### src/ldrs_pkg.sv
package ldrs_pkg;
   localparam int CountWidth = 5;

   // Values of the action field of an input item.
   localparam logic ActArrive   = 1'b0;
   localparam logic ActComplete = 1'b1;

   // One request as held in the queue and in the active slot.
   typedef struct packed {
      logic [15:0] id;
      logic [31:0] arrival_time;
      logic [15:0] cylinder;
      logic [31:0] address;
      logic [15:0] process;
   } entry_type;

   typedef struct packed {
      logic        action;
      logic [15:0] req_id;
      logic [31:0] req_arrival_time;
      logic [15:0] req_cylinder;
      logic [31:0] req_address;
      logic [15:0] req_process;
      logic [15:0] head_cylinder;
      logic        scan_up;
   } req_type;

   typedef struct packed {
      logic [15:0] out_id;
      logic [31:0] out_arrival_time;
      logic [15:0] out_cylinder;
      logic [31:0] out_address;
      logic [15:0] out_process;
      logic        dropped;
      logic [CountWidth-1:0] pending_count;
   } rsp_type;

   // Best candidate so far, passed from cell to cell during a scan.
   // rank: 0 same cylinder, 1 in scan direction, 2 other direction.
   typedef struct packed {
      logic        found;
      logic [1:0]  rank;
      logic [16:0] gap;
      logic [31:0] arrival_time;
   } cand_type;

   // Commands from the sequencer to the cell row.
   localparam logic [1:0] CmdHold  = 2'd0;
   localparam logic [1:0] CmdScan  = 2'd1;
   localparam logic [1:0] CmdShift = 2'd2;

   typedef struct packed {
      logic [1:0]  cmd;
      logic [15:0] head;
      logic        scan_up;
   } ctl_type;
endpackage

### src/ldrs_cell.sv
// One queue slot. During a scan the best candidate moves through the row one
// cell per cycle; each cell compares its entry against it. During a shift every
// cell at or behind the chosen slot takes its right neighbor's entry.
module ldrs_cell
   import ldrs_pkg::*;
(
   input  logic      clock,
   input  ctl_type   ctl,
   input  logic      write_en,
   input  entry_type write_data,
   input  logic      occupied,
   input  logic      shift_en,
   input  entry_type next_entry,
   input  cand_type  cand_in,
   output cand_type  cand_out,
   output logic      take_out,
   output entry_type entry_out
);
   entry_type   entry_ff;
   logic [16:0] gap;
   logic [1:0]  rank;
   logic        better;

   // Rank and distance of this entry against the head.
   always_comb begin
      if (entry_ff.cylinder == ctl.head) begin
         rank = 2'd0;
         gap = 17'd0;
      end else if ((entry_ff.cylinder > ctl.head) == ctl.scan_up) begin
         rank = 2'd1;
         gap = (entry_ff.cylinder > ctl.head)
            ? {1'b0, entry_ff.cylinder - ctl.head}
            : {1'b0, ctl.head - entry_ff.cylinder};
      end else begin
         rank = 2'd2;
         gap = (entry_ff.cylinder > ctl.head)
            ? {1'b0, entry_ff.cylinder - ctl.head}
            : {1'b0, ctl.head - entry_ff.cylinder};
      end
      better = occupied && (!cand_in.found || rank < cand_in.rank ||
         (rank == cand_in.rank && (gap < cand_in.gap ||
         (gap == cand_in.gap && entry_ff.arrival_time < cand_in.arrival_time))));
   end

   // Registered candidate hand-off to the next cell.
   always_ff @(posedge clock) begin
      cand_out <= better ? cand_type'{1'b1, rank, gap, entry_ff.arrival_time}
                         : cand_in;
      take_out <= better;
   end

   // Entry storage.
   always_ff @(posedge clock) begin
      if (write_en) begin
         entry_ff <= write_data;
      end else if (ctl.cmd == CmdShift && shift_en) begin
         entry_ff <= next_entry;
      end
   end

   assign entry_out = entry_ff;
endmodule

### config.mk
export PLATFORM = sky130hd
export DESIGN_NAME = ldrs_cell
export DESIGN_NICKNAME = d
export VERILOG_FILES = /design/src/ldrs_pkg.sv /design/src/ldrs_cell.sv
export SDC_FILE = /design/constraint.sdc
export NUM_CORES = 1
export LEC_CHECK = 0
export ABC_AREA = 1
export BUFFER_PORTS_ARGS = -buffer_cell sky130_fd_sc_hd__buf_2
export CAP_MARGIN = 20
export CELL_PAD_IN_SITES_DETAIL_PLACEMENT = 0
export CELL_PAD_IN_SITES_GLOBAL_PLACEMENT = 1
export CORE_MARGIN = 5
export CORE_UTILIZATION = 30
export DETAILED_ROUTE_END_ITERATION = 8
export PLACE_DENSITY = 0.8
export SLEW_MARGIN = 20
export SYNTH_ARGS = -nofsm -noshare
export SYNTH_HDL_FRONTEND = slang
export SYNTH_SLANG_ARGS = --single-unit
### constraint.sdc
create_clock -name clock -period 4.05 [get_ports clock]
set_input_delay 1.0125 -clock clock [delete_from_list [all_inputs] [get_ports clock]]
set_output_delay 1.0125 -clock clock [all_outputs]
set_load 0.01 [all_outputs]
# After elaboration in Yosys (flattened, before gate mapping)
# Cells that the tools add are included.
word_totals:
  mem_bits_ro: 0
  latchBits: 0
  mem_bits_rw: 0
  out_inout_bits: 165
  mem_count: 0
  input_bits: 299
  elab_cells: 37
  regBits: 165
op_classes:
  n_shift: 0
  n_lt_le_gt_ge: 4
  muxes: 7
  n_mul: 0
  n_addsub: 2
  n_bitwise: 0
  div: 0
  n_reduce_logical: 9
  n_eq_ne: 5
op_table:
  columns: ["cell", "count"]
  rows:
  - ["$mux 112", 2]
  - ["$mux 51", 1]
  - ["$lt 32x32->1", 1]
  - ["$mux 16", 2]
  - ["$sub 16x16->16", 2]
  - ["$eq 17x17->1", 1]
  - ["$lt 17x17->1", 1]
  - ["$eq 16x16->1", 1]
  - ["$gt 16x16->1", 1]
  - ["$logic_and 1x1->1", 4]
  - ["$mux 2", 2]
  - ["$logic_or 1x1->1", 3]
  - ["$eq 2x2->1", 1]
  - ["$eq 2x2->1 const B", 1]
  - ["$lt 2x2->1", 1]
  - ["$reduce_bool 2->1", 1]
  - ["$eq 1x1->1", 1]
  - ["$logic_not 1->1", 1]

# Longest topological paths before layout
depth:
  word_depth: 10
  mapped_depth: 32
  ltp_nobuf: 29

# Least setup slack after synthesis
# Ideal clock, no wire load.
synth_path:
  kind: "input to register"
  start: "input write_en"
  end: "register entry_ff, in the netlist entry_out[0] (enable)"
  t_required_ns: 3.045
  arrival_time_ns: 3.368
  path_buffers: 2
  setup_ns: 1.005
  path_stages: 4
  setup_slack_ns: -0.323
  cell_sequence: "clkbuf_1 clkinv_1 clkbuf_1 nand2_1"
synth_between:
  elab_chain_cells: 1
synth_lines:
  columns: ["element", "line_no", "rtl"]
  rows:
  - ["start, declared", "ldrs_cell.sv:9", "input logic write_en,"]
  - ["$reduce_bool 2->1 (no line)", null, null]
  - ["end signal, assigned", "ldrs_cell.sv:55", "entry_ff <= write_data;"]
  - ["end signal, assigned", "ldrs_cell.sv:57", "entry_ff <= next_entry;"]
  - ["end, declared", "ldrs_cell.sv:19", "entry_type entry_ff;"]
# No other way between the ends.
# A chain may end at the register's enable or synchronous reset.

# Final worst setup path
layout_path:
  start: "input ctl[14] in the netlist's numbering"
  end: "register cand_out[3] in the netlist's numbering"
layout_between:
  elab_chain_cells: 10
  word_cells_on_any_way: 20
  classes_between: "add/sub: 2; order compare: 3; eq/ne: 4; mux: 5; reduce/logical: 6"
layout_lines:
  columns: ["element", "line_no", "rtl"]
  rows:
  - ["start, declared", "ldrs_cell.sv:8", "input ctl_type ctl,"]
  - ["branches (longest 7 deep; another with $lt 17x17->1)", null, null]
  - ["$logic_or 1x1->1 *", "ldrs_cell.sv:40", "better = occupied && (!cand_in.found || rank < cand_in.rank ||"]
  - ["$logic_and 1x1->1 *", "ldrs_cell.sv:40", null]
  - ["$mux 51 *", "ldrs_cell.sv:47", "cand_out <= better ? cand_type'{1'b1, rank, gap, entry_ff.arrival_time}"]
  - ["end signal, assigned", "ldrs_cell.sv:47", null]
  - ["end, declared", "ldrs_cell.sv:15", "output cand_type cand_out,"]
# Mark *: on every way between the ends.

==> impl_metrics.json <==
{
  "status": "finished, final reports clean",
  "whs_path_depth": 2,
  "start_util_pct": 30.33,
  "antenna_found_initial": 9,
  "area_growth_pct": 46.81,
  "worst-path-max-fanout": 14,
  "die_y_um": 191.1,
  "grt_pass1_wl_mm": 56.57,
  "dpl-instance-area_um2": 13330,
  "yosys_warnings": 0,
  "ys_seq_elements": 165,
  "cp.arrival_ns": 4.28,
  "synth_area_um2": 9842,
  "worst-path-buf-inv": 4,
  "hpwl_mm": 31.26,
  "worst_path_most_repeated_cell": "nand2_1",
  "ys_dominant_reg_cell": "edfxtp_1",
  "fin_crit_sh_pct": 97.23,
  "ys_seq_area_share_pct": 44.95,
  "die_area_um2": 36530,
  "syn_nets": 1650,
  "total_leakage_power_nw": 7.845,
  "p_clk_share_pct": 28.7,
  "grt_pass1_vias": 10080,
  "drive_above_1_share_pct": 37.39,
  "numCtsBuffers": 17,
  "hold_viol_final": 0,
  "slew_violations": 0,
  "ios": 464,
  "grtUsageTotal_pct": 20.27,
  "dr.pass1.iters": 6,
  "gp_congestion": 0.9177,
  "cts_tree": "done",
  "synthArstFlopShare_pct": 0,
  "cts_max_level": 4,
  "drc_errors": 0,
  "cts_num_sinks": 165,
  "synth_most_common_cell": "nand2_1",
  "final.setup_skew_ns": 0.009757,
  "vias": 10380,
  "fin_crit_ns": 3.938,
  "routed_wl_mm": 39.82,
  "cp-start-kind": "primary input",
  "grt_overflow": 0,
  "maxCapViolCount": 0,
  "routedWlPerCell_um": 17.49,
  "seq_power_share_pct": 35.8,
  "critPathKind": "primary input to flip-flop",
  "synthDistinctLibCells": 38,
  "grt_start_max_net_pins": 113,
  "finalSetupViolCount": 0,
  "cpLargestDelayFamily": "compound AO/OA/AOI/OAI gates",
  "cp.required_ns": 4.39,
  "synth_cells": 1269,
  "slowest_delay_ns": 0.30,
  "switching_power_mw": 2.092,
  "hold_class": "flip-flop to flip-flop",
  "cp_slowest_cell": "ha_2",
  "vias_per_cell": 4.560,
  "path_clk_slew_ns": 0.07,
  "path_cells": "buf_2, inv_1, ha_2, a21oi_2, o21ai_0, a21oi_1, nand2_4, nand2_8, inv_6, nand2_1, nand2_1, nor2_2, ha_4, a21oi_1, o21ai_0, a21oi_1, nand3_1, nand2_1, nand2_2, nand2_8, nand2_8, clkbuf_16, nand2_1, nand2_1",
  "vdd_drop_max_v": 0.0002828,
  "switching_share_pct": 34.46,
  "synth_common_cells": "nand2_1 (583), inv_1 (120), edfxtp_1 (112)",
  "rows": 66,
  "synth_enable_flop_cells": 112,
  "ant_nets": 0,
  "seq_area_um2": 4424,
  "r2r_cells": 27,
  "fin_area_um2": 14450,
  "critPathCaptureType": "flip-flop",
  "final_nets": 2200,
  "internal_power_mw": 3.978,
  "max_freq_mhz": 254.0,
  "die_x_um": 191.1,
  "clk-insertion-delay-late_ns": 0.45,
  "worst-path-stages": 24,
  "slew_headroom_pct": 43.57,
  "p_per_area_nw_per_um2": 420.1,
  "root_buffer": "clkbuf_16",
  "worst_hold_slack_ns": 0.5493,
  "pwr-share-comb_pct": 35.6,
  "syn_area_per_cell_um2": 7.756,
  "multi_input_area_um2": 5021,
  "io_buffer_count": 463,
  "fillers": 3335,
  "cts_hold_buf": 0,
  "worstMarginPinSlew_ns": 0.8465,
  "synth_area_leader_cell": "edfxtp_1",
  "drt_iter0_drc": 514,
  "synth.area.top_cells": "edfxtp_1 (34%), nand2_1 (22%), dfxtp_1 (11%)",
  "clk_path_buf_depth": 2,
  "core_area_um2": 32450,
  "synth_top_area_share_pct": 34.17
}
[cells by family after synthesis]
kind of cell / after synthesis / synth area share [%]
fa+ha+maj: 82 / 10.58
simple gates: 734 / 30.40
xor+xnor: 21 / 1.869
buf+inv: 172 / 7.259
compound gates: 95 / 4.945
flops: 165 / 44.95
[cell usage in the layout (no fill, tap or decap), drive strengths merged, types with 2 or more instances in the layout]
cell,instances
nand2,592
buf,572
inv,128
edfxtp,112
ha,80
nand3,73
a21oi,56
dfxtp,53
nor2,48
o21ai,36
clkbuf,23
xor2,20
nor3,8
nand3b,7
clkinv,6
diode,3
nand4,3
bufinv,3
o21a,2
fa,2
and2,2
nor4,2
[state kept, by name, summed over array words and instances (netlist names)]
| signal | flops |
|---|---|
| cand_out | 52 |
| take_out | 1 |
| entry_out | 112 |
[layout make-up]
cell class	instances	area share, %
antenna	3	0.05196
clock buffer	18	2.970
clock inverter	14	1.195
inverter	124	3.317
multi-input combinational	934	34.75
sequential	165	30.62
tap	442	3.827
timing repair buffer	577	23.27
[per-layer routing]
layer / up-vias / share of wire, % / wire [µm] / track usage, %
met1: 4757 / 41 / 16200 / 24.49
met5: - / 0.088 / 35 / 0
li1: 5152 / - / - / -
met3: 54 / 8.2 / 3248 / 6.410
met2: 413 / 49 / 19580 / 34.83
met4: 8 / 1.9 / 759 / 5.718
[power groups by stage]
stage / sequential (mW) / combinational [mW] / clock (mW)
6_report: 2.17 / 2.16 / 1.74
2_1_floorplan: 2.30 / 0.908 / 0
5_1_grt: 2.20 / 2.39 / 1.85
4_1_cts: 2.17 / 1.97 / 1.78
3_5_place_dp: 2.20 / 1.96 / 0
3_3_place_gp: 2.20 / 1.95 / 0
[worst reg2reg max path: cells and delay by family, from the launching register on]
family / cells / cell delay [ns]
flip-flops: 1 / 0.52
AO/OA/AOI/OAI: 3 / 0.52
AND/OR/NAND/NOR: 17 / 1.50
adder cells (fa/ha/maj): 3 / 0.78
buffers and inverters: 4 / 0.47
[metrics by stage]
step / utilization (%) / TNS [ns] / power (mW) / setup slack [ns] / cells
6_report: 44.52 / 0 / 6.070 / 0.1123 / 2277
5_1_grt: 44.52 / -2.625 / 6.427 / -0.07355 / 2277
4_1_cts: 42.93 / 0 / 5.916 / 0.05236 / 2259
3_5_place_dp: 41.07 / -19.99 / 4.166 / -0.4148 / 2227
3_3_place_gp: 41.07 / -23.31 / 4.155 / -0.4716 / 2227
2_1_floorplan: - / 0 / 3.211 / 0.08340 / 1269
[path summary, 6_finish.rpt]
path / startpoint / to / slack [ns]
max: ctl[14] / cand_out[3] / 0.11
min: entry_out[86] / cand_out[22] / 0.55
max reg2reg: entry_out[48] / cand_out[3] / 0.16
min reg2reg: entry_out[86] / cand_out[22] / 0.55
[what timing repair did]
action                     in CTS  in global routing
setup endpoints to repair       0                 53
resized for setup               0                 67
hold endpoints to repair        0                  0
buffers inserted                0                  6
(Power assumes the default switching activity.)
